===== src/rtl/core/tbs_pkg.sv =====
package tbs_pkg;

  localparam int MAX_READINGS = 128;
  localparam int SAMPLE_W     = 16;
  localparam int VAL_W        = SAMPLE_W - 1;
  localparam int CNT_W        = $clog2(MAX_READINGS + 1);
  localparam int SUM_W        = VAL_W + $clog2(MAX_READINGS);
  localparam int SUM_HI_W     = SUM_W - VAL_W;
  localparam int BIT_CNT_W    = $clog2(VAL_W);
  localparam int DIV_CNT_W    = $clog2(SUM_W);
  localparam int REM_W        = CNT_W + 1;
  localparam int BANDS        = 4;
  localparam int CFG_IDX_W    = 2;

  localparam logic [CFG_IDX_W-1:0] CFG_WARN     = 2'd0;
  localparam logic [CFG_IDX_W-1:0] CFG_CRITICAL = 2'd1;
  localparam logic [CFG_IDX_W-1:0] CFG_SHUTDOWN = 2'd2;

  localparam logic [VAL_W-1:0] WARN_RESET     = 15'd480;
  localparam logic [VAL_W-1:0] CRITICAL_RESET = 15'd720;
  localparam logic [VAL_W-1:0] SHUTDOWN_RESET = 15'd960;

  typedef enum logic [1:0] {
    BAND_NORMAL   = 2'd0,
    BAND_WARNING  = 2'd1,
    BAND_CRITICAL = 2'd2,
    BAND_SHUTDOWN = 2'd3
  } band_e;

endpackage


===== src/rtl/core/tbs_cfg_if.sv =====
interface tbs_cfg_if;
  import tbs_pkg::*;

  logic                 valid;
  logic                 ready;
  logic [CFG_IDX_W-1:0] index;
  logic [VAL_W-1:0]     data;

  modport source (output valid, output index, output data, input ready);
  modport sink (input valid, input index, input data, output ready);
endinterface


===== src/rtl/core/tbs_in_if.sv =====
interface tbs_in_if;
  import tbs_pkg::*;

  logic                       valid;
  logic                       ready;
  logic signed [SAMPLE_W-1:0] reading;
  logic                       last_reading;

  modport source (output valid, output reading, output last_reading, input ready);
  modport sink (input valid, input reading, input last_reading, output ready);
endinterface


===== src/rtl/core/tbs_out_if.sv =====
interface tbs_out_if;
  import tbs_pkg::*;

  logic             valid;
  logic             ready;
  logic [CNT_W-1:0] valid_count;
  logic [CNT_W-1:0] skipped_count;
  logic [VAL_W-1:0] minimum;
  logic [VAL_W-1:0] maximum;
  logic [VAL_W-1:0] average;
  logic [CNT_W-1:0] first_critical_index;
  logic [VAL_W-1:0] first_critical_value;
  logic [CNT_W-1:0] normal_count;
  logic [CNT_W-1:0] warning_count;
  logic [CNT_W-1:0] critical_count;
  logic [CNT_W-1:0] shutdown_count;
  logic             overlong;

  modport source (
    output valid, input ready,
    output valid_count, output skipped_count, output minimum, output maximum,
    output average, output first_critical_index, output first_critical_value,
    output normal_count, output warning_count, output critical_count,
    output shutdown_count, output overlong
  );
  modport sink (
    input valid, output ready,
    input valid_count, input skipped_count, input minimum, input maximum,
    input average, input first_critical_index, input first_critical_value,
    input normal_count, input warning_count, input critical_count,
    input shutdown_count, input overlong
  );
endinterface


===== src/rtl/core/temperature_batch_statistics_unit.sv =====
// Batch statistics over signed Q11.4 temperature readings, one reading per input transfer,
// with last_reading closing the batch and producing one summary transfer. Readings are
// processed bit-serially, least significant bit first, through shift registers: a valid
// (non-negative, in-capacity) reading goes through accept, 15-bit serial pass, commit;
// a negative reading or one beyond 128 readings is done at accept. Closing a batch adds
// the bit-serial restoring division forming the average (22 quotient bits) and any wait for
// the summary output register to drain. The user must write thresholds through the
// configuration port by index (0 warn, 1 critical, 2 shutdown) while idle; not enforced.
module temperature_batch_statistics_unit (
  input  logic      clk_i,
  input  logic      rst_ni,
  tbs_cfg_if.sink   cfg_i,
  tbs_in_if.sink    in_i,
  tbs_out_if.source out_o
);
  import tbs_pkg::*;

  typedef enum logic [5:0] {
    ST_IDLE   = 6'b000001,
    ST_PASS   = 6'b000010,
    ST_COMMIT = 6'b000100,
    ST_START  = 6'b001000,
    ST_DIV    = 6'b010000,
    ST_EMIT   = 6'b100000
  } state_e;

  state_e               state_q, state_d;
  logic [VAL_W-1:0]     warn_q, crit_q, shut_q;
  logic [CNT_W-1:0]     pos_q, valid_seen_q, error_seen_q;
  logic [VAL_W-1:0]     sum_lo_q;
  logic [SUM_HI_W-1:0]  sum_hi_q;
  logic [VAL_W-1:0]     lowest_q, highest_q;
  logic [CNT_W-1:0]     crit_pos_q;
  logic [VAL_W-1:0]     crit_val_q;
  logic [CNT_W-1:0]     band_q [BANDS];
  logic                 overflow_q;
  logic                 last_q;
  logic [VAL_W-1:0]     samp_q, warn_sh_q, crit_sh_q, shut_sh_q;
  logic                 lt_low_q, gt_high_q, lt_warn_q, lt_crit_q, lt_shut_q, carry_q;
  logic [BIT_CNT_W-1:0] bit_cnt_q;

  logic                 out_valid_q;
  logic [CNT_W-1:0]     o_valid_cnt_q, o_skip_cnt_q, o_crit_idx_q;
  logic [VAL_W-1:0]     o_min_q, o_max_q, o_avg_q, o_crit_val_q;
  logic [CNT_W-1:0]     o_band_q [BANDS];
  logic                 o_overlong_q;

  logic                 in_accept, in_sign, full, emit_ok, pass_end;
  logic [VAL_W-1:0]     in_val;
  logic                 s_bit;
  logic [1:0]           bit_sum;
  band_e                band_sel;
  logic                 div_start, div_done;
  logic [VAL_W-1:0]     quotient;

  assign in_i.ready = state_q == ST_IDLE;
  assign cfg_i.ready = 1'b1;
  assign in_accept  = in_i.valid && in_i.ready;
  assign in_sign    = in_i.reading[SAMPLE_W-1];
  assign in_val     = in_i.reading[VAL_W-1:0];
  assign full       = pos_q >= CNT_W'(MAX_READINGS);
  assign emit_ok    = !out_valid_q || out_o.ready;
  assign pass_end   = bit_cnt_q == BIT_CNT_W'(VAL_W - 1);
  assign s_bit      = samp_q[0];
  assign bit_sum    = {1'b0, sum_lo_q[0]} + {1'b0, s_bit} + {1'b0, carry_q};
  assign div_start  = state_q == ST_START;

  always_comb begin
    if (lt_warn_q) begin
      band_sel = BAND_NORMAL;
    end else if (lt_crit_q) begin
      band_sel = BAND_WARNING;
    end else if (lt_shut_q) begin
      band_sel = BAND_CRITICAL;
    end else begin
      band_sel = BAND_SHUTDOWN;
    end
  end

  always_comb begin
    state_d = state_q;
    case (state_q)
      ST_IDLE: begin
        if (in_accept) begin
          if (!full && !in_sign) begin
            state_d = ST_PASS;
          end else if (in_i.last_reading) begin
            state_d = ST_START;
          end
        end
      end
      ST_PASS: begin
        if (pass_end) state_d = ST_COMMIT;
      end
      ST_COMMIT: state_d = last_q ? ST_START : ST_IDLE;
      ST_START:  state_d = ST_DIV;
      ST_DIV: begin
        if (div_done) state_d = ST_EMIT;
      end
      ST_EMIT: begin
        if (emit_ok) state_d = ST_IDLE;
      end
      default: state_d = ST_IDLE;
    endcase
  end

  tbs_serial_div u_div (
    .clk_i      (clk_i),
    .rst_ni     (rst_ni),
    .start_i    (div_start),
    .dividend_i ({sum_hi_q, sum_lo_q}),
    .divisor_i  (valid_seen_q),
    .done_o     (div_done),
    .quotient_o (quotient)
  );

  always_ff @(posedge clk_i or negedge rst_ni) begin
    if (!rst_ni) begin
      warn_q <= WARN_RESET;
      crit_q <= CRITICAL_RESET;
      shut_q <= SHUTDOWN_RESET;
    end else if (cfg_i.valid && cfg_i.ready) begin
      case (cfg_i.index)
        CFG_WARN:     warn_q <= cfg_i.data;
        CFG_CRITICAL: crit_q <= cfg_i.data;
        CFG_SHUTDOWN: shut_q <= cfg_i.data;
        default:      ;
      endcase
    end
  end

  always_ff @(posedge clk_i or negedge rst_ni) begin
    if (!rst_ni) begin
      state_q      <= ST_IDLE;
      pos_q        <= '0;
      valid_seen_q <= '0;
      error_seen_q <= '0;
      sum_lo_q     <= '0;
      sum_hi_q     <= '0;
      lowest_q     <= '0;
      highest_q    <= '0;
      crit_pos_q   <= CNT_W'(MAX_READINGS);
      crit_val_q   <= '0;
      for (int i = 0; i < BANDS; i++) band_q[i] <= '0;
      overflow_q   <= 1'b0;
      last_q       <= 1'b0;
      bit_cnt_q    <= '0;
      carry_q      <= 1'b0;
      lt_low_q     <= 1'b0;
      gt_high_q    <= 1'b0;
      lt_warn_q    <= 1'b0;
      lt_crit_q    <= 1'b0;
      lt_shut_q    <= 1'b0;
    end else begin
      state_q <= state_d;
      case (state_q)
        ST_IDLE: begin
          if (in_accept) begin
            last_q <= in_i.last_reading;
            if (full) begin
              overflow_q <= 1'b1;
            end else if (in_sign) begin
              error_seen_q <= error_seen_q + CNT_W'(1);
              pos_q        <= pos_q + CNT_W'(1);
            end else begin
              bit_cnt_q <= '0;
              carry_q   <= 1'b0;
              lt_low_q  <= 1'b0;
              gt_high_q <= 1'b0;
              lt_warn_q <= 1'b0;
              lt_crit_q <= 1'b0;
              lt_shut_q <= 1'b0;
            end
          end
        end
        ST_PASS: begin
          bit_cnt_q <= bit_cnt_q + BIT_CNT_W'(1);
          carry_q   <= bit_sum[1];
          sum_lo_q  <= {bit_sum[0], sum_lo_q[VAL_W-1:1]};
          lowest_q  <= {lowest_q[0], lowest_q[VAL_W-1:1]};
          highest_q <= {highest_q[0], highest_q[VAL_W-1:1]};
          if (s_bit != lowest_q[0])   lt_low_q  <= lowest_q[0];
          if (s_bit != highest_q[0])  gt_high_q <= s_bit;
          if (s_bit != warn_sh_q[0])  lt_warn_q <= warn_sh_q[0];
          if (s_bit != crit_sh_q[0])  lt_crit_q <= crit_sh_q[0];
          if (s_bit != shut_sh_q[0])  lt_shut_q <= shut_sh_q[0];
        end
        ST_COMMIT: begin
          if (valid_seen_q == '0 || lt_low_q)  lowest_q  <= samp_q;
          if (valid_seen_q == '0 || gt_high_q) highest_q <= samp_q;
          valid_seen_q <= valid_seen_q + CNT_W'(1);
          pos_q        <= pos_q + CNT_W'(1);
          sum_hi_q     <= sum_hi_q + SUM_HI_W'(carry_q);
          if (crit_pos_q == CNT_W'(MAX_READINGS) && !lt_crit_q) begin
            crit_pos_q <= pos_q;
            crit_val_q <= samp_q;
          end
          band_q[band_sel] <= band_q[band_sel] + CNT_W'(1);
        end
        ST_EMIT: begin
          if (emit_ok) begin
            pos_q        <= '0;
            valid_seen_q <= '0;
            error_seen_q <= '0;
            sum_lo_q     <= '0;
            sum_hi_q     <= '0;
            lowest_q     <= '0;
            highest_q    <= '0;
            crit_pos_q   <= CNT_W'(MAX_READINGS);
            crit_val_q   <= '0;
            for (int i = 0; i < BANDS; i++) band_q[i] <= '0;
            overflow_q   <= 1'b0;
          end
        end
        default: ;
      endcase
    end
  end

  always_ff @(posedge clk_i) begin
    if (state_q == ST_IDLE && in_accept) begin
      samp_q    <= in_val;
      warn_sh_q <= warn_q;
      crit_sh_q <= crit_q;
      shut_sh_q <= shut_q;
    end else if (state_q == ST_PASS) begin
      samp_q    <= {samp_q[0], samp_q[VAL_W-1:1]};
      warn_sh_q <= {1'b0, warn_sh_q[VAL_W-1:1]};
      crit_sh_q <= {1'b0, crit_sh_q[VAL_W-1:1]};
      shut_sh_q <= {1'b0, shut_sh_q[VAL_W-1:1]};
    end
  end

  always_ff @(posedge clk_i or negedge rst_ni) begin
    if (!rst_ni) begin
      out_valid_q <= 1'b0;
    end else if (state_q == ST_EMIT && emit_ok) begin
      out_valid_q <= 1'b1;
    end else if (out_o.ready) begin
      out_valid_q <= 1'b0;
    end
  end

  always_ff @(posedge clk_i) begin
    if (state_q == ST_EMIT && emit_ok) begin
      o_valid_cnt_q <= valid_seen_q;
      o_skip_cnt_q  <= error_seen_q;
      o_min_q       <= lowest_q;
      o_max_q       <= highest_q;
      o_avg_q       <= (valid_seen_q == '0) ? '0 : quotient;
      o_crit_idx_q  <= crit_pos_q;
      o_crit_val_q  <= crit_val_q;
      for (int i = 0; i < BANDS; i++) o_band_q[i] <= band_q[i];
      o_overlong_q  <= overflow_q;
    end
  end

  assign out_o.valid                = out_valid_q;
  assign out_o.valid_count          = o_valid_cnt_q;
  assign out_o.skipped_count        = o_skip_cnt_q;
  assign out_o.minimum              = o_min_q;
  assign out_o.maximum              = o_max_q;
  assign out_o.average              = o_avg_q;
  assign out_o.first_critical_index = o_crit_idx_q;
  assign out_o.first_critical_value = o_crit_val_q;
  assign out_o.normal_count         = o_band_q[BAND_NORMAL];
  assign out_o.warning_count        = o_band_q[BAND_WARNING];
  assign out_o.critical_count       = o_band_q[BAND_CRITICAL];
  assign out_o.shutdown_count       = o_band_q[BAND_SHUTDOWN];
  assign out_o.overlong             = o_overlong_q;

  a_pos_split: assert property (@(posedge clk_i) disable iff (!rst_ni)
    ({1'b0, valid_seen_q} + {1'b0, error_seen_q}) == {1'b0, pos_q})
    else $error("position differs from valid plus skipped");
  a_band_total: assert property (@(posedge clk_i) disable iff (!rst_ni)
    ({2'b0, band_q[0]} + {2'b0, band_q[1]} + {2'b0, band_q[2]} + {2'b0, band_q[3]})
      == {2'b0, valid_seen_q})
    else $error("band counts do not add up to valid count");
  a_out_from_emit: assert property (@(posedge clk_i) disable iff (!rst_ni)
    $rose(out_valid_q) |-> $past(state_q == ST_EMIT))
    else $error("summary loaded outside emit");
  a_min_le_max: assert property (@(posedge clk_i) disable iff (!rst_ni)
    (state_q == ST_IDLE && valid_seen_q != '0) |-> lowest_q <= highest_q)
    else $error("minimum above maximum");
endmodule


===== src/rtl/core/tbs_serial_div.sv =====
module tbs_serial_div (
  input  logic                         clk_i,
  input  logic                         rst_ni,
  input  logic                         start_i,
  input  logic [tbs_pkg::SUM_W-1:0]    dividend_i,
  input  logic [tbs_pkg::CNT_W-1:0]    divisor_i,
  output logic                         done_o,
  output logic [tbs_pkg::VAL_W-1:0]    quotient_o
);
  import tbs_pkg::*;

  logic                 busy_q;
  logic                 done_q;
  logic [DIV_CNT_W-1:0] cnt_q;
  logic [SUM_W-1:0]     div_q;
  logic [CNT_W-1:0]     rem_q;
  logic [REM_W-1:0]     trial;
  logic [REM_W-1:0]     diff;
  logic                 fits;

  assign trial = {rem_q, div_q[SUM_W-1]};
  assign fits  = trial >= {1'b0, divisor_i};
  assign diff  = trial - {1'b0, divisor_i};

  always_ff @(posedge clk_i or negedge rst_ni) begin
    if (!rst_ni) begin
      busy_q <= 1'b0;
      done_q <= 1'b0;
      cnt_q  <= '0;
    end else begin
      done_q <= 1'b0;
      if (start_i) begin
        busy_q <= 1'b1;
        cnt_q  <= '0;
      end else if (busy_q) begin
        cnt_q <= cnt_q + DIV_CNT_W'(1);
        if (cnt_q == DIV_CNT_W'(SUM_W - 1)) begin
          busy_q <= 1'b0;
          done_q <= 1'b1;
        end
      end
    end
  end

  always_ff @(posedge clk_i) begin
    if (start_i) begin
      div_q <= dividend_i;
      rem_q <= '0;
    end else if (busy_q) begin
      div_q <= {div_q[SUM_W-2:0], fits};
      rem_q <= fits ? diff[CNT_W-1:0] : trial[CNT_W-1:0];
    end
  end

  assign done_o     = done_q;
  assign quotient_o = div_q[VAL_W-1:0];

  a_start_idle: assert property (@(posedge clk_i) disable iff (!rst_ni)
    start_i |-> !busy_q)
    else $error("division started while busy");
  a_done_after_busy: assert property (@(posedge clk_i) disable iff (!rst_ni)
    $rose(done_q) |-> $past(busy_q) && !busy_q)
    else $error("done without a finished division");
  a_rem_below: assert property (@(posedge clk_i) disable iff (!rst_ni)
    (busy_q && divisor_i != '0) |-> rem_q < divisor_i)
    else $error("remainder not below divisor");
endmodule

===== src/flat_wrapper.sv =====
// flat-port wrapper written by rule: the top's interface ports become plain ports
module temperature_batch_statistics_unit_flat import tbs_pkg::*;
  (clk_i, rst_ni, cfg_i_valid, cfg_i_index, cfg_i_data, cfg_i_ready, in_i_valid, in_i_reading, in_i_last_reading, in_i_ready, out_o_valid, out_o_ready, out_o_valid_count, out_o_skipped_count, out_o_minimum, out_o_maximum, out_o_average, out_o_first_critical_index, out_o_first_critical_value, out_o_normal_count, out_o_warning_count, out_o_critical_count, out_o_shutdown_count, out_o_overlong);
  tbs_cfg_if cfg_i_i ();
  tbs_in_if in_i_i ();
  tbs_out_if out_o_i ();
  input  logic clk_i;
  input  logic rst_ni;
  input wire logic [$bits(cfg_i_i.valid)-1:0] cfg_i_valid;
  input wire logic [$bits(cfg_i_i.index)-1:0] cfg_i_index;
  input wire logic [$bits(cfg_i_i.data)-1:0] cfg_i_data;
  output wire logic [$bits(cfg_i_i.ready)-1:0] cfg_i_ready;
  input wire logic [$bits(in_i_i.valid)-1:0] in_i_valid;
  input wire logic [$bits(in_i_i.reading)-1:0] in_i_reading;
  input wire logic [$bits(in_i_i.last_reading)-1:0] in_i_last_reading;
  output wire logic [$bits(in_i_i.ready)-1:0] in_i_ready;
  output wire logic [$bits(out_o_i.valid)-1:0] out_o_valid;
  input wire logic [$bits(out_o_i.ready)-1:0] out_o_ready;
  output wire logic [$bits(out_o_i.valid_count)-1:0] out_o_valid_count;
  output wire logic [$bits(out_o_i.skipped_count)-1:0] out_o_skipped_count;
  output wire logic [$bits(out_o_i.minimum)-1:0] out_o_minimum;
  output wire logic [$bits(out_o_i.maximum)-1:0] out_o_maximum;
  output wire logic [$bits(out_o_i.average)-1:0] out_o_average;
  output wire logic [$bits(out_o_i.first_critical_index)-1:0] out_o_first_critical_index;
  output wire logic [$bits(out_o_i.first_critical_value)-1:0] out_o_first_critical_value;
  output wire logic [$bits(out_o_i.normal_count)-1:0] out_o_normal_count;
  output wire logic [$bits(out_o_i.warning_count)-1:0] out_o_warning_count;
  output wire logic [$bits(out_o_i.critical_count)-1:0] out_o_critical_count;
  output wire logic [$bits(out_o_i.shutdown_count)-1:0] out_o_shutdown_count;
  output wire logic [$bits(out_o_i.overlong)-1:0] out_o_overlong;
  assign cfg_i_i.valid = cfg_i_valid;
  assign cfg_i_i.index = cfg_i_index;
  assign cfg_i_i.data = cfg_i_data;
  assign cfg_i_ready = cfg_i_i.ready;
  assign in_i_i.valid = in_i_valid;
  assign in_i_i.reading = in_i_reading;
  assign in_i_i.last_reading = in_i_last_reading;
  assign in_i_ready = in_i_i.ready;
  assign out_o_valid = out_o_i.valid;
  assign out_o_i.ready = out_o_ready;
  assign out_o_valid_count = out_o_i.valid_count;
  assign out_o_skipped_count = out_o_i.skipped_count;
  assign out_o_minimum = out_o_i.minimum;
  assign out_o_maximum = out_o_i.maximum;
  assign out_o_average = out_o_i.average;
  assign out_o_first_critical_index = out_o_i.first_critical_index;
  assign out_o_first_critical_value = out_o_i.first_critical_value;
  assign out_o_normal_count = out_o_i.normal_count;
  assign out_o_warning_count = out_o_i.warning_count;
  assign out_o_critical_count = out_o_i.critical_count;
  assign out_o_shutdown_count = out_o_i.shutdown_count;
  assign out_o_overlong = out_o_i.overlong;
  temperature_batch_statistics_unit u_core (.clk_i(clk_i), .rst_ni(rst_ni), .cfg_i(cfg_i_i), .in_i(in_i_i), .out_o(out_o_i));
endmodule

===== config.mk =====
export PLATFORM = sky130hd
export DESIGN_NAME = temperature_batch_statistics_unit_flat
export DESIGN_NICKNAME = d
export VERILOG_FILES = /design/src/rtl/core/tbs_pkg.sv /design/src/rtl/core/tbs_cfg_if.sv /design/src/rtl/core/tbs_in_if.sv /design/src/rtl/core/tbs_out_if.sv /design/src/rtl/core/temperature_batch_statistics_unit.sv /design/src/rtl/core/tbs_serial_div.sv /design/src/flat_wrapper.sv
export SDC_FILE = /design/constraint.sdc
export NUM_CORES = 1
export LEC_CHECK = 0
export ABC_AREA = 1
export BUFFER_PORTS_ARGS = -buffer_cell sky130_fd_sc_hd__buf_2
export CORE_MARGIN = 1.5
export CORE_UTILIZATION = 59
export CTS_CLUSTER_DIAMETER = 80
export DETAILED_ROUTE_END_ITERATION = 10
export PLACE_DENSITY = 0.82
export SLEW_MARGIN = 10
export SYNTH_ARGS = -nofsm -noshare
export SYNTH_HDL_FRONTEND = slang
export SYNTH_SLANG_ARGS = --single-unit

===== constraint.sdc =====
create_clock -name clk_i -period 5.6 [get_ports clk_i]
set_input_delay 0.28 -clock clk_i [delete_from_list [all_inputs] [get_ports clk_i]]
set_output_delay 0.28 -clock clk_i [all_outputs]
set_load 0.01 [all_outputs]

==> summary.md, run 1 <==
| Metric | Value |
|---|---|
| Net Count, Synth | 1781 |
| Post-synthesis simple-gate area fraction | 17.76% |
| Final net count | 1925 |
| Via density | 5.549 |
| Fin crit period | 3436 ps |
| Fin crit share | 61.35% |
| Top FF cell, synth | edfxtp_1 |
| Final setup viols | 0 |
| Initial DRC Count | 1421 |
| Leak Pwr | 8.890 nW |
| Peak Freq | 291.1 MHz |
| Port bufs | 157 |
| Post-synth EDFFs | 199 |
| Post-DRT Antenna Nets | 0 |
| Die width | 174.3 um |
| Avg Cell Area, Syn | 10.06 um2 |
| Synth unique cells | 49 |
| Commonest non-fill, non-tap cells in the layout | nand2_1, edfxtp_1, inv_1 |
| TritonRoute pass-1 iters | 6 |
| VDD IR max | 0.0002712 V |
| CP endpoint kind | flip-flop |
| Crit path top cell by count | nand2_1 |
| Synth Area in Adders | 1.677% |
| Worst endpoint required time | 6070 ps |
| Slowest cell on crit path | nor2_2 |
| Vias in the first global route | 12.30k |
| Setup_tns | 0 ps |
| Main combinational cell family by area after synthesis | simple AND/OR/NAND/NOR gates |
| Status | finished, final reports clean |
| GRT Residual Overflow | 0 |
| RSZ-0062 raised after global routing | no |
| Worst-skew pair later-pin latency | 540 ps |
| Ys async rst share | 49.39% |
| CTS hold repair buffers | 2 |
| Post-CTS Setup Bufs | 0 |
| H-tree depth | 2 |
| Synthesis-stage register bit count | 409 |
| Synth Instances | 1720 |
| Pre-CTS setup slack | 2236 ps |
| Max_cap viols | 0 |
| Share of layout cells above drive strength 1 | 15.24% |
| CTS tree | built |
| Die area | 30370 um2 |
| Slew Viols, Final | 0 |
| GRT Util Overall | 25.52% |
| Power Dens Cells | 539.0 nW/um2 |
| Crit-path max FO | 71 |
| Clock sinks | 409 |
| Max clock buf depth | 3 |
| Slew HR | 20.82% |
| CP arrival | 3910 ps |
| Final WL | 38.34 mm |
| Drt wl/cell | 16.81 um |
| Layout area overhead | 13.72% |
| HPWL reported at the end of detailed placement | 24.98 mm |
| DR DRC count | 0 |
| Initial antenna violation count | 1 |
| Crit-path cells | inv_1, nand2_1, inv_2, nand4_4, nand2_2, nand2_4, nor2_2, nand3_1, nand2_1 |
| Clock slew at reported path FFs | 60 ps |
| RePlAce Congestion | 0.9382 |
| Rows | 62 |
| CORE AREA | 28780 um2 |
| Clock root cell | clkbuf_16 |
| Most common cell after layout, fill and taps aside | nand2_1 |
| Syn Std Cell Area | 17310 um2 |
| Final worst slack | 2164 ps |
| Fin Clk Skew | 15.29 ps |
| Vias | 12.66k |
| Worst Hold Class | primary input to flip-flop |
| CTS Buf Count | 40 |
| Critical path startpoint category | flip-flop |
| CTS resizes | 0 |
| Kind of critical path | flip-flop to flip-flop |
| Slew @ Worst Pin | 1185 ps |
| Number of fill cells | 2110 |
| IO Pins | 159 |
| Yosys warnings | 0 |
| Starting density of the core | 60.14% |
| Mux cell area share after synthesis | 0.06506% |
| Crit-path max cell delay | 920 ps |
| Register area share after synthesis | 64.75% |
| XOR/XNOR share of the synthesized area | 1.012% |
| Die Ht | 174.3 um |
| Largest net degree at the start of global routing | 117 |
| Synth Area in Compound Gates | 8.494% |
| Final Hold Violating Endpoints | 0 |
| First-pass GRT wire length | 61.54 mm |
metrics by stage:
| step | util [%] | instance area (um2) | hold WS (ps) | cells | total power [mW] |
|---|---|---|---|---|---|
| 6_report | 68.39 | 19680 | 7.351 | 2281 | 10.61 |
| 4_1_cts | 68.39 | 19680 | 5.206 | 2280 | 10.60 |
| 2_1_floorplan | - | 17310 | -15.59 | 1720 | 7.029 |
| 5_1_grt | 68.39 | 19680 | 29.90 | 2281 | 11.25 |
| 3_3_place_gp | 63.84 | 18370 | 428.3 | 2204 | 7.747 |
| 3_5_place_dp | 63.84 | 18370 | 428.8 | 2204 | 7.907 |
path summary, 6_finish.rpt:
path,to,startpoint,cells after the start,slack [ps]
hold / removal,u_core.warn_q[6]$_DFFE_PN1P_,cfg_i_data[6],3,7
min in group asynchronous,u_core.sum_lo_q[8]$_DFFE_PN0P_,rst_ni,2,430
setup / recovery,u_core.crit_val_q[7]$_DFFE_PN0P_,u_core.state_q[5]$_DFFE_PN0P_,9,2160
max in group asynchronous,u_core.highest_q[10]$_DFFE_PN0P_,rst_ni,3,3860
hold reg to reg,u_core.out_o.first_critical_value[11]$_DFFE_PP_,u_core.crit_val_q[11]$_DFFE_PN0P_,0,450
setup reg to reg,u_core.crit_val_q[7]$_DFFE_PN0P_,u_core.state_q[5]$_DFFE_PN0P_,9,2160
cells by family (layout without fill, tap and decap cells):
logic type	after synthesis	after routing
other cells	1	2
flops	409	409
mux	1	1
compound gates	279	279
buf+inv	270	446
xor+xnor	20	20
simple gates	718	718
fa+ha+maj	22	22
critical path, delay by kind of cell (launching register included):
kind                   cells  cell delay, ps
DFF                        1             390
buffers and inverters      2             250
and+or+nand+nor            7            2710
Yosys cell counts, types with 2 or more instances:
master    count  share of area [%]
nor3_1       11               0.32
a211oi_1      2              0.087
xnor2_1       6               0.30
xor2_1       14               0.71
dfstp_2      14                2.1
o22ai_1      18               0.65
nand3_2       2               0.12
nor4_1        2              0.072
a31oi_1       4               0.14
nand3_1     125                3.6
ha_1         20                1.4
o31ai_2       2               0.14
dfrtp_1     188                 27
nor2_1       78                1.7
buf_2        23               0.67
fa_1          2               0.23
edfxtp_1    199                 35
nand3b_1      7               0.30
inv_2         6               0.13
nand2_1     445                9.7
buf_4         7               0.30
nand2_2       6               0.22
dfxtp_1       8               0.93
nand4_1      13               0.47
inv_1       197                4.3
or2_2        12               0.43
o21ai_1      38                1.1
nor2_2       10               0.36
buf_1         5               0.11
a21oi_1      20               0.58
clkbuf_1     31               0.67
o21ai_0     186                5.4
o31ai_1       3               0.13
sequential cells by signal (all words and copies together) (netlist names), 15 cells and up:
signal,cells
u_core.band_q,32
u_core.crit_q,15
u_core.crit_sh_q,15
u_core.crit_val_q,15
u_core.highest_q,15
u_core.lowest_q,15
u_core.o_band_q,32
u_core.out_o.average,15
u_core.out_o.first_critical_value,15
u_core.out_o.maximum,15
u_core.out_o.minimum,15
u_core.samp_q,15
u_core.shut_q,15
u_core.shut_sh_q,15
u_core.sum_lo_q,15
u_core.u_div.div_q,22
u_core.warn_q,15
u_core.warn_sh_q,15
final cells by class:
cell class                 count  area (um2)  share of cell area [%]
sequential                   409       11210                   56.94
multi-input combinational   1041        5050                   25.65
clock buffer                  52        1077                   5.473
timing repair buffer         169       889.6                   4.519
inverter                     203       764.5                   3.884
tap                          384       480.5                   2.441
clock inverter                22       211.5                   1.074
antenna                        1       2.502                 0.01271
power breakdown:
part | leakage, nW | total [mW] | internal [mW] | switching (mW)
clock | 0.628 | 2.65 | 1.51 | 1.14
sequential | 4.40 | 4.92 | 4.31 | 0.607
combinational | 3.86 | 3.04 | 0.986 | 2.05
routing by layer:
metal / share of wire [%] / up-vias / global-route usage [%]
met3: 6.7 / 87 / 3.871
met2: 49 / 507 / 42.71
li1: - / 5965 / -
met1: 41 / 6098 / 34.03
met4: 2.8 / 0 / 9.483
met5: 0 / - / 0
No activity file was read; power rests on OpenSTA's default activity.
==> run 2: changes to the inputs <==
Settings changed: ABC_AREA 1 to 0, CORE_UTILIZATION 59 to 53, PLACE_DENSITY 0.82 to 0.78.
Clock period 5.6 ns to 2.83 ns, I/O delays scaled along.
==> run 2 against run 1 <==
Compared with the run above:
- clock power increased by 120%
- worst setup slack worse by 2000 ps
- fmax increased by 29%
- clock skew up 3.3 ps
- combinational power grew 78%
- first-iteration DRC count decreased by 39%
- register-to-register slack worse by 2000 ps
- count of clock-buffer cells in the layout is 9 higher
- global-route usage decreased by 3.3 points
- die area grew 8.2%
- power increased by 98%
==> summary.md, run 2 <==
| Metric | Value |
|---|---|
| IO Pins | 159 (unchanged) |
| CTS Buf Count | 42 (+5.0%) |
| TritonRoute pass-1 iters | 5 (-1) |
| Post-CTS Setup Bufs | 0 (unchanged) |
| RePlAce Congestion | 0.8492 (-9.5%) |
| Die area | 32850 um2 (+8.2%) |
| Peak Freq | 376.4 MHz (+29%) |
| Synth top area cells | edfxtp_1, dfrtp_1, nand2_1 |
| Synth area leader | edfxtp_1 |
| GRT Residual Overflow | 0 (unchanged) |
| Initial DRC Count | 868 (-39%) |
| Top post-synthesis cells by count | nand2_1, edfxtp_1, dfrtp_1, nand3_1, nor2_1 |
| Final Hold Violating Endpoints | 0 (unchanged) |
| Initial antenna violation count | 3 (+2) |
| Worst-skew pair later-pin latency | 540 ps (about the same) |
| Via density | 5.582 (+0.59%) |
| Synth Instances | 1430 (-17%) |
| VDD IR max | 0.0006514 V (+140%) |
| Final net count | 1694 (-12%) |
| Rows | 65 (+4.8%) |
| Share of the synthesized area in the top cell type | 35.49% (+0.96 points) |
| Most frequent cell after synthesis | nand2_1 |
| DR DRC count | 0 (unchanged) |
| Kind of critical path | flip-flop to flip-flop |
| Synthesis-stage register bit count | 409 (unchanged) |
| Die width | 181.3 um (+4.0%) |
| Ys async rst share | 49.39% (unchanged) |
| Crit-path max cell delay | 520 ps (-400 ps) |
| CTS tree | built |
| Drt wl/cell | 17.38 um (+3.4%) |
| Slew HR | 36.76% (+16 points) |
| Final Util | 64.02% (-4.4 points) |
| Largest registers | u_core.band_q x32, u_core.o_band_q x32, u_core.u_div.div_q x22 |
| Power Dens Cells | 1046 nW/um2 (+94%) |
| Post-synth EDFFs | 199 (unchanged) |
| Fin crit share | 93.89% (+33 points) |
| Port bufs | 157 (unchanged) |
| Status | finished, final reports clean |
| CP arrival | 3110 ps (-800 ps) |
| Top FF cell, synth | edfxtp_1 |
| Slowest cell on crit path | nor4_1 |
| Layout area overhead | 19.34% |
| Clock sinks | 409 (unchanged) |
| CTS resizes | 0 (unchanged) |
| RSZ-0062 raised after global routing | no |
| Setup_tns | 0 ps (unchanged) |
| CORE AREA | 31390 um2 (+9.1%) |
| Worst hold slack | 194.5 ps (+187.2 ps) |
| CP endpoint kind | flip-flop |
| Crit-path max FO | 24 (-66%) |
| Clock slew at reported path FFs | 60 ps (about the same) |
| Placed Instances | 1956 (-11%) |
| Final WL | 35.99 mm (-6.1%) |
| Die Ht | 181.3 um (+4.0%) |
| Vias | 11.56k (-8.7%) |
| Register area share after synthesis | 66.56% (+1.8 points) |
| Fin Clk Skew | 18.62 ps (+3.332 ps) |
| Slew Viols, Final | 0 (unchanged) |
| Vias in the first global route | 11.46k (-6.9%) |
| Largest net degree at the start of global routing | 78 (-33%) |
| H-tree depth | 2 (unchanged) |
| Post-DRT Antenna Nets | 0 (unchanged) |
| Total chip power | 21.02 mW (+98%) |
| Final setup viols | 0 (unchanged) |
| First-pass GRT wire length | 59.01 mm (-4.1%) |
| Fin crit period | 2657 ps (-778.6 ps) |
| Critical path startpoint category | flip-flop |
| Avg Cell Area, Syn | 11.78 um2 (+17%) |
| Most common cell after layout, fill and taps aside | nand2_1 |
| Slew @ Worst Pin | 948.6 ps (-236.3 ps) |
| Clock root cell | clkbuf_16 |
| Non-filler cells, final | 2071 (-9.2%) |
| Worst Hold Class | primary input to async pin |
| Yosys warnings | 0 (unchanged) |
| Share of layout cells above drive strength 1 | 20.40% (+5.2 points) |
| Syn Std Cell Area | 16840 um2 (-2.7%) |
| Starting density of the core | 53.64% (-6.5 points) |
| Synth unique cells | 65 (+33%) |
| Max clock buf depth | 3 (unchanged) |
| Leak Pwr | 8.676 nW (-2.4%) |
| GRT Util Overall | 22.23% (-3.3 points) |
| Max_cap viols | 0 (unchanged) |
| Net Count, Synth | 1491 (-16%) |
| Commonest non-fill, non-tap cells in the layout | nand2_1, edfxtp_1, dfrtp_1 |
| CTS hold repair buffers | 35 (+33) |
| Worst endpoint required time | 3290 ps (-2780 ps) |
| Crit-path cells | nor4_1, nand4b_1, inv_6, o32a_1, buf_12, nor2_1, a21oi_1 |
| HPWL reported at the end of detailed placement | 23.10 mm (-7.6%) |
[run 2: cell types whose count changed in the layout (fill, tap and decap cells not counted), sizes merged, moves of 20 or more]
cell,previous run,this run
and2,1,21
nand3,127,74
nor2,89,69
inv,208,28
buf,166,192
o21ai,224,65
a22oi,0,31
dlygate4sd3,2,35
mux2,1,53
nand2,452,372
[run 2: cell families (layout without fill, tap and decap cells)]
logic type                 Yosys count  in the layout  synth area share [%]
and+or+nand+nor                    612            612                 16.02
DFF                                409            409                 66.56
AOI/OAI and AO/OA                  188            188                 7.096
buffers and inverters               94            331                 2.214
muxes                               71             71                 4.614
xor gates and xnor gates            28             28                 1.456
adders and majority gates           27             27                 2.021
other                                1              3               0.02227
[run 2: metal layers]
metal  part of all wire (%)  GRT usage [%]  wire length (um)  up-vias
met5                  0.033              0                12        -
met2                     48          36.60             17440      373
met3                    5.7          3.870              2067       68
li1                       -              -                 -     5422
met4                    2.2          6.433               809        2
met1                     44          30.51             15660     5695
[run 2: worst paths after layout]
kind	from	endpoint	slack [ps]	cells after the start
min in group clk_i	cfg_i_index[0]	u_core.warn_q[4]$_DFFE_PN0P_	230	4
worst max register to register	u_core.state_q[3]$_DFFE_PN0P_	u_core.lowest_q[0]$_DFFE_PN0P_	170	7
worst min-delay path	rst_ni	u_core.band_q[15]$_DFFE_PN0P_	190	2
max in group asynchronous	rst_ni	u_core.warn_q[6]$_DFFE_PN1P_	1820	3
worst min register to register	u_core.crit_val_q[8]$_DFFE_PN0P_	u_core.out_o.first_critical_value[8]$_DFFE_PP_	450	0
worst max-delay path	u_core.state_q[3]$_DFFE_PN0P_	u_core.lowest_q[0]$_DFFE_PN0P_	170	7
[run 2: layout make-up]
type | count | area [um2]
Antenna cell | 2 | 5.005
Clock buffer | 61 | 1215
Sequential cell | 409 | 11210
Timing Repair Buffer | 228 | 1515
Multi-Input combinational cell | 927 | 5288
Inverter | 25 | 98.84
Tap cell | 402 | 503.0
Fill cell | 2325 | 11300
Clock inverter | 17 | 264.0
[run 2: where the power goes]
| group | internal [mW] | switching [mW] | total, mW | leakage [nW] |
|---|---|---|---|---|
| clock | 3.56 | 2.27 | 5.83 | 0.717 |
| sequential | 8.49 | 1.29 | 9.77 | 4.30 |
| combinational | 2.19 | 3.23 | 5.42 | 3.66 |
| total | 14.2 | 6.79 | 21.0 | 8.68 |
[run 2: critical path: cells and delay by family (launching register included)]
family                 cells  cell delay, ps
AOI/OAI and AO/OA          2             510
buffers and inverters      2             560
DFF                        1             450
and+or+nand+nor            3            1050
[run 2: metrics by stage]
stage	area, um2	setup slack (ps)
after floorplan	16850	5.761
after global placement	18260	336.9
after detailed placement	18260	195.6
after CTS	20090	175.8
after global routing	20100	23.85
final	20100	172.9
